**config.mk**
```make
export PLATFORM = sky130hd
export DESIGN_NAME = bat_ctrl
export DESIGN_NICKNAME = d
export VERILOG_FILES = /design/src/hw/rtl/buddy_allocator_tree_assert.svh /design/src/hw/rtl/bat_pkg.sv /design/src/hw/rtl/bat_ctrl.sv
export SDC_FILE = /design/constraint.sdc
export NUM_CORES = 1
export LEC_CHECK = 0
export BUFFER_PORTS_ARGS = -buffer_cell sky130_fd_sc_hd__buf_2
export CORE_AREA = 2 2 39 41
export CTS_BUF_LIST = sky130_fd_sc_hd__clkbuf_2 sky130_fd_sc_hd__clkbuf_4 sky130_fd_sc_hd__clkbuf_8
export DETAILED_ROUTE_END_ITERATION = 6
export DIE_AREA = 0 0 41 43
export PLACE_DENSITY = 0.72
export SYNTH_ARGS = -nofsm -noshare
export SYNTH_HDL_FRONTEND = slang
export SYNTH_SLANG_ARGS = --single-unit
```
**constraint.sdc**
```tcl
create_clock -name i_clk -period 4.82 [get_ports i_clk]
set_input_delay 1.446 -clock i_clk [delete_from_list [all_inputs] [get_ports i_clk]]
set_output_delay 1.446 -clock i_clk [all_outputs]
set_load 0.05 [all_outputs]
```
**src/hw/rtl/buddy_allocator_tree_assert.svh**
```systemverilog
// ============================================================================
// Buddy allocator assertion macros
// Shared property forms for the buddy allocator checks.
// ============================================================================
`ifndef BUDDY_ALLOCATOR_TREE_ASSERT_SVH
`define BUDDY_ALLOCATOR_TREE_ASSERT_SVH

// Same-cycle implication, disabled during reset
`define BAT_ASSERT_NOW(lbl, clk, rst_n, ante, cons) \
    lbl: assert property (@(posedge clk) disable iff (!rst_n) (ante) |-> (cons)) \
        else $error("buddy allocator check failed");

// Next-cycle implication, disabled during reset
`define BAT_ASSERT_NEXT(lbl, clk, rst_n, ante, cons) \
    lbl: assert property (@(posedge clk) disable iff (!rst_n) (ante) |=> (cons)) \
        else $error("buddy allocator check failed");

`endif

```
**src/hw/rtl/bat_pkg.sv**
```systemverilog
// ============================================================================
// Buddy allocator package
// Widths, codes and the controller/datapath interface types.
// ============================================================================
`default_nettype none

package bat_pkg;

    // Fixed field widths
    localparam int SHIFT_W    = 5;
    localparam int BYTES_W    = 27;
    localparam int OFF_W      = 26;
    localparam int STAT_W     = 2;
    localparam int NODE_W     = 5;
    localparam int LEVELS_DEF = 10;

    // Largest usable block shift
    localparam logic [SHIFT_W-1:0] SHIFT_MAX   = SHIFT_W'(16);
    localparam logic [SHIFT_W-1:0] SHIFT_RESET = SHIFT_W'(6);

    // Node value marking a used region
    localparam logic [NODE_W-1:0] NODE_USED = '1;

    // Opcodes
    localparam logic OP_ALLOC = 1'b0;
    localparam logic OP_FREE  = 1'b1;

    // Result status codes
    localparam logic [STAT_W-1:0] ST_OK        = STAT_W'(0);
    localparam logic [STAT_W-1:0] ST_NO_SPACE  = STAT_W'(1);
    localparam logic [STAT_W-1:0] ST_NOT_ALLOC = STAT_W'(2);

    // Controller to datapath commands
    typedef struct packed {
        logic clr;       // write one node of the clearing pass
        logic load;      // latch the accepted request
        logic decode;    // size / offset decode, first tree read
        logic root;      // check root for space
        logic desc;      // one level of the descent
        logic mark;      // mark target node used
        logic climb;     // one level of the free search
        logic up;        // recompute one ancestor
        logic out_load;  // move result into output register
    } t_cmd;

    // Datapath to controller status
    typedef struct packed {
        logic clr_last;     // last node of clearing pass
        logic is_free;      // request is a free
        logic oob;          // free offset beyond the pool
        logic no_space;     // root cannot hold the request
        logic at_target;    // current level equals wanted level
        logic node_used;    // node read holds the used mark
        logic at_root;      // current node is the root
        logic parent_root;  // parent of current node is the root
    } t_sts;

endpackage

`default_nettype wire

```
**src/hw/rtl/bat_ctrl.sv**
```systemverilog
// ============================================================================
// Buddy allocator controller
// Sequences clearing, descent, marking and ancestor update.
// ============================================================================
`default_nettype none

module bat_ctrl (
    input  wire logic          i_clk,
    input  wire logic          i_rst_n,
    input  wire logic          i_in_valid,
    output logic               o_in_ready,
    output logic               o_out_valid,
    input  wire logic          i_out_ready,
    input  wire bat_pkg::t_sts i_sts,
    output bat_pkg::t_cmd      o_cmd
);

    import bat_pkg::*;

    typedef enum logic [3:0] {
        S_CLEAR,
        S_IDLE,
        S_DECODE,
        S_ROOT,
        S_DESC,
        S_MARK,
        S_CLIMB,
        S_UP,
        S_DONE
    } t_state;

    t_state r_state, n_state;
    logic   r_out_vld, n_out_vld;
    t_cmd   w_cmd;
    logic   w_in_ready;

    // Next state and commands
    always_comb begin
        n_state    = r_state;
        n_out_vld  = r_out_vld;
        w_cmd      = '0;
        w_in_ready = 1'b0;
        if (r_out_vld && i_out_ready) begin
            n_out_vld = 1'b0;
        end
        case (r_state)
            S_CLEAR: begin
                w_cmd.clr = 1'b1;
                if (i_sts.clr_last) begin
                    n_state = S_IDLE;
                end
            end
            S_IDLE: begin
                w_in_ready = 1'b1;
                if (i_in_valid) begin
                    w_cmd.load = 1'b1;
                    n_state    = S_DECODE;
                end
            end
            S_DECODE: begin
                w_cmd.decode = 1'b1;
                if (i_sts.is_free) begin
                    n_state = i_sts.oob ? S_DONE : S_CLIMB;
                end else begin
                    n_state = S_ROOT;
                end
            end
            S_ROOT: begin
                w_cmd.root = 1'b1;
                if (i_sts.no_space) begin
                    n_state = S_DONE;
                end else if (i_sts.at_target) begin
                    n_state = S_MARK;
                end else begin
                    n_state = S_DESC;
                end
            end
            S_DESC: begin
                w_cmd.desc = 1'b1;
                if (i_sts.at_target) begin
                    n_state = S_MARK;
                end
            end
            S_MARK: begin
                w_cmd.mark = 1'b1;
                n_state    = i_sts.at_root ? S_DONE : S_UP;
            end
            S_CLIMB: begin
                w_cmd.climb = 1'b1;
                if (i_sts.node_used) begin
                    n_state = i_sts.at_root ? S_DONE : S_UP;
                end else if (i_sts.at_root) begin
                    n_state = S_DONE;
                end
            end
            S_UP: begin
                w_cmd.up = 1'b1;
                if (i_sts.parent_root) begin
                    n_state = S_DONE;
                end
            end
            S_DONE: begin
                // wait for the output register to free up
                if (!r_out_vld || i_out_ready) begin
                    w_cmd.out_load = 1'b1;
                    n_out_vld      = 1'b1;
                    n_state        = S_IDLE;
                end
            end
            default: begin
                n_state = S_CLEAR;
            end
        endcase
    end

    // State and output valid
    always_ff @(posedge i_clk) begin
        if (!i_rst_n) begin
            r_state   <= S_CLEAR;
            r_out_vld <= 1'b0;
        end else begin
            r_state   <= n_state;
            r_out_vld <= n_out_vld;
        end
    end

    assign o_cmd       = w_cmd;
    assign o_in_ready  = w_in_ready;
    assign o_out_valid = r_out_vld;

endmodule

`default_nettype wire

```
==> flow_summary.json, run 1 <==
{
  "status": "finished, final reports clean",
  "numCtsBuffers": 3,
  "die_area_sq_um": 1760,
  "post-cts-setup-buffers": 0,
  "synthDistinctLibCells": 43,
  "ys_seq_elements": 5,
  "clk_pin_slew_worst_paths_ps": 40,
  "grt_pass1_vias": 534,
  "synthToLayoutAreaGrowth_pct": 22.6,
  "netlist_instances": 74,
  "tightest_slew_ps": 690,
  "avgViaCountPerCell": 5.55,
  "final_common_cell": "buf_2",
  "slew_headroom_pct": 53.9,
  "gp_congestion": 0.756,
  "p_per_area_nw_per_um2": 522,
  "final_cells": 110,
  "p_int_uw": 172,
  "fillers": 144,
  "syn_nets": 86,
  "path_common_cell": "buf_2",
  "period_minus_slack_ps": 3410,
  "leakage_nw": 0.339,
  "tns_ps": 0,
  "critPathMaxFanout": 2,
  "whs_path_depth": 2,
  "critPathKind": "input pin to output pin",
  "slew_viol_final": 0,
  "ys_seq_area_share_pct": 17.6,
  "gr-total-overflow": 0,
  "p_total_uw": 364,
  "dpl.cell_count": 106,
  "rows": 14,
  "cts_tree": "built",
  "use_met3_pct": 9.42,
  "die_h_um": 43,
  "nNetsFinal": 107,
  "pin_count": 23,
  "syn_area_sq_um": 569,
  "cp-start-kind": "input pin",
  "cts_buffer_depth": 2,
  "worst_slack_ps": 1410,
  "core_area_sq_um": 1380,
  "htreeDepth": 1,
  "grt_pass1_wl_um": 2210,
  "clkSinkCount": 5,
  "endpoint_kind": "output pin",
  "wl_um": 1340,
  "setup_viol": 0,
  "met2_usage_pct": 27.2,
  "busiest_layer": "met2",
  "crit_required_ps": 3370,
  "vdd_drop_max_mv": 0.330,
  "initial_core_util_pct": 41.1,
  "fmax_mhz": 293,
  "sw_frac_of_total_pct": 52.8,
  "combPwrFrac_pct": 59.1,
  "worstPathArrival_ps": 1960,
  "rsz0062_at_grt": "no",
  "grt_start_max_net_pins": 23,
  "hold_viol_final": 0,
  "ant_nets": 0,
  "cts-root-buf": "clkbuf_4",
  "drive_gt1_share_pct": 34.0,
  "port_buffers": 22,
  "wire_per_inst_um": 12.2,
  "drt_iter0_markers": 9,
  "final_cell_mix": "22 x buf_2, 6 x nor2_1, 5 x nand2b_1, 5 x nor3_1, 5 x dfxtp_1",
  "postCtsHoldBufs": 0,
  "postCtsResizedCells": 0,
  "clk_latency_ps": 240,
  "p_switching_uw": 192,
  "period_share_pct": 70.7,
  "min_path_type": "register to register",
  "syn_avg_cell_area_sq_um": 7.69,
  "gr-usage-met1_pct": 23.2,
  "antennaDiodeCount": 0,
  "worstRegToRegCells": 4,
  "firstDrtPassIters": 4,
  "p_seq_share_pct": 26.0,
  "slowest_delay_ps": 210,
  "maxCapViolCount": 0,
  "pre_cts_slack_ps": 1410,
  "place_hpwl_um": 985,
  "skew_ps": 4.46,
  "track_usage_pct": 18.4,
  "vias": 610,
  "cp_cell_sequence": "buf_2 > nor2b_1 > nor2_1 > buf_2",
  "clkPwrFrac_pct": 14.9,
  "antenna_found_initial": 0,
  "die_x_um": 41,
  "worst_path_max_delay_cell": "buf_2",
  "synth_warnings": 0,
  "drc": 0,
  "hold_ws_ps": 566
}
registers in the layout, indices dropped and copies added, names as in the netlist:
name / flops
r_state: 4
o_out_valid: 1
metrics by stage:
step	utilization, %	area (sq um)
floorplan	-	569
global placement	48.3	668
detailed placement	48.3	668
CTS	50.5	698
global route	50.5	698
finish	50.5	698
power groups by stage:
stage	clock network, mW	registers, mW	logic [mW]
floorplan	0	0.0628	0.210
global placement	0	0.0957	0.213
detailed placement	0	0.0943	0.217
CTS	0.0569	0.0939	0.217
global route	0.0613	0.100	0.236
finish	0.0544	0.0948	0.215
worst max-delay path: cells and delay by family:
family                 cells  cell delay, ps
and+or+nand+nor            2             200
buffers and inverters      2             310
path summary, 6_finish.rpt:
| path | slack (ps) | end | startpoint |
|---|---|---|---|
| worst min register to register | 570 | o_out_valid | o_out_valid |
| worst max register to register | 3030 | r_state[2] | r_state[2] |
| worst min-delay path | 570 | o_out_valid | o_out_valid |
| worst max-delay path | 1410 | o_cmd[0] | i_out_ready |
Yosys cell counts, drive strengths merged:
cell	instances	area share [%]
nor2	6	4.0
mux2i	1	1.8
nor4	1	1.1
o2111ai	1	1.5
and2b	1	1.3
nor4bb	2	3.5
a21oi	3	2.6
nand2b	5	5.5
o22a	1	1.5
nor3	5	4.4
nand2	3	2.0
or2b	1	1.5
o211a	1	1.8
and4	1	1.5
o21a	1	1.3
nor3b	1	1.3
a22o	1	1.5
or4b	2	4.2
or2	1	1.5
buf	5	4.8
o22ai	2	2.2
a21o	1	1.3
a22oi	1	1.3
o41ai	1	1.5
a32o	1	1.8
o21bai	1	2.0
and3	1	2.0
and2	1	1.1
nor2b	2	2.2
o211ai	1	1.3
and4bb	1	2.2
dfxtp	5	18
inv	3	2.0
o21ai	1	0.88
o31a	1	1.5
clkbuf	1	0.66
and3b	2	3.1
a211oi	2	3.5
a31oi	2	2.2
nand3	1	0.88
layout make-up:
cell class                      instances  area [sq um]  area share [%]
Multi-Input combinational cell         60           427            61.1
Timing Repair Buffer                   22           110            15.8
Sequential cell                         5           100            14.3
Clock buffer                            4          30.0            4.30
Tap cell                               16          20.0            2.87
Inverter                                3          11.3            1.61
cell families after synthesis:
logic type	Yosys count	share of synthesized area, %
buf+inv	9	7.47
mux	1	1.76
simple gates	37	43.3
flops	5	17.6
compound gates	22	29.9
per-layer routing:
layer	vias to the layer above	wire length [um]
li1	322	-
met1	266	648
met2	22	578
met3	0	110
met4	0	0
met5	-	0
Power figures use the tool's default switching activity.
==> inputs of run 2 (changes only) <==
==> constraint.sdc (replaced) <==
create_clock -name i_clk -period 3.42 [get_ports i_clk]
set_input_delay 1.026 -clock i_clk [delete_from_list [all_inputs] [get_ports i_clk]]
set_output_delay 1.026 -clock i_clk [all_outputs]
set_load 0.05 [all_outputs]
==> flow_summary.json, run 2 (synthesis gave the netlist of run 1 again) <==
{
  "maxCapViolCount": 0,
  "grt_pass1_wl_um": 2210,
  "grt_pass1_vias": 516,
  "status": "finished, final reports clean",
  "pin_count": 23,
  "track_usage_pct": 17.9,
  "cts-root-buf": "clkbuf_4",
  "vdd_drop_max_mv": 0.327,
  "multi_input_area_sq_um": 427,
  "wire_per_inst_um": 12.3,
  "regArea_sq_um": 100,
  "fmax_mhz": 362,
  "die_x_um": 41,
  "regMostFlops": "r_state",
  "final_cell_mix": "22 x buf_2, 6 x nor2_1, 5 x nand2b_1, 5 x nor3_1, 5 x dfxtp_1",
  "vias": 624,
  "rsz0062_at_grt": "no",
  "dpl.cell_count": 106,
  "cts_buffer_depth": 2,
  "crit_required_ps": 2390,
  "tightest_slew_ps": 699,
  "hold_viol_final": 0,
  "regToRegStartpoint": "r_state[2]",
  "final_common_cell": "buf_2",
  "avgViaCountPerCell": 5.67,
  "largest_reg_flops": 4,
  "crit_family": "flip-flops",
  "slowest_delay_ps": 650,
  "gp_congestion": 0.771,
  "cts_tree": "built",
  "clkSinkCount": 5,
  "endpoint_kind": "output pin",
  "htreeDepth": 1,
  "tns_ps": 0,
  "skew_ps": 7.36,
  "fin_util_pct": 50.5,
  "clk_pin_slew_worst_paths_ps": 50,
  "cp_cell_sequence": "nand2b_1 > nor3_1 > and2_1 > buf_2",
  "worstPathArrival_ps": 1740,
  "drc": 0,
  "min_path_type": "register to register",
  "post-cts-setup-buffers": 0,
  "postCtsHoldBufs": 0,
  "cp-start-kind": "register",
  "die_area_sq_um": 1760,
  "firstDrtPassIters": 4,
  "clk_latency_ps": 240,
  "grt_start_max_net_pins": 23,
  "setup_viol": 0,
  "final_cells": 110,
  "period_share_pct": 80.8,
  "postCtsResizedCells": 0,
  "path_buf_inv": 1,
  "slew_viol_final": 0,
  "numCtsBuffers": 3,
  "fillers": 138,
  "antennaDiodeCount": 0,
  "rows": 14,
  "worstHoldStart": "o_out_valid",
  "port_buffers": 22,
  "gr-total-overflow": 0,
  "leakage_nw": 0.339,
  "core_area_sq_um": 1380,
  "period_minus_slack_ps": 2760,
  "initial_core_util_pct": 41.1,
  "critPathMaxFanout": 18,
  "wl_um": 1350,
  "antenna_found_initial": 0,
  "worst_path_max_delay_cell": "dfxtp_1",
  "setup.worst_path.start": "r_state[0]",
  "drive_gt1_share_pct": 34.0,
  "ant_nets": 0,
  "p_per_area_nw_per_um2": 736,
  "place_hpwl_um": 958,
  "critPathKind": "register to output pin",
  "slew_headroom_pct": 53.4,
  "synthToLayoutAreaGrowth_pct": 22.6,
  "drt_iter0_markers": 8,
  "die_h_um": 43,
  "nNetsFinal": 107
}
[run 2: final cells by class]
cell class                 instances  share of cell area, %
clock buffer                       4                   4.30
inverter                           3                   1.61
multi-input combinational         60                   61.1
sequential                         5                   14.3
tap                               16                   2.87
timing repair buffer              22                   15.8
[run 2: where the power goes]
part	total, mW	leakage (nW)	internal [mW]	switching (mW)
clock network	0.0769	0.0184	0.0521	0.0248
registers	0.135	0.0409	0.0727	0.0619
logic	0.302	0.279	0.118	0.184
[run 2: final timing paths]
kind	slack, ps	to	cells past startpoint
min	580	o_out_valid	2
max reg2reg	1590	r_state[2]	4
min reg2reg	580	o_out_valid	2
max	660	o_cmd[7]	4
[run 2: metal layers]
| metal | up-vias | GRT usage (%) | share of wire [%] |
|---|---|---|---|
| met2 | 24 | 25.6 | 43 |
| li1 | 321 | - | - |
| met5 | - | 0 | 0 |
| met3 | 0 | 7.85 | 7.0 |
| met4 | 0 | 4.00 | 0 |
| met1 | 279 | 24.2 | 50 |
[run 2: tightest hold or removal path, stage by stage, from the launching register on]
cell	delay [ps]
dfxtp_1	310
or2b_2	160
a21oi_1	50
[run 2: per-stage QoR]
step | worst slack, ps | power [mW] | area (sq um) | hold WS [ps]
2_1_floorplan | 46.6 | 0.385 | 569 | 554
3_3_place_gp | 874 | 0.435 | 668 | 567
3_5_place_dp | 836 | 0.439 | 668 | 573
4_1_cts | 636 | 0.518 | 698 | 588
5_1_grt | 412 | 0.558 | 698 | 598
6_report | 658 | 0.514 | 698 | 580
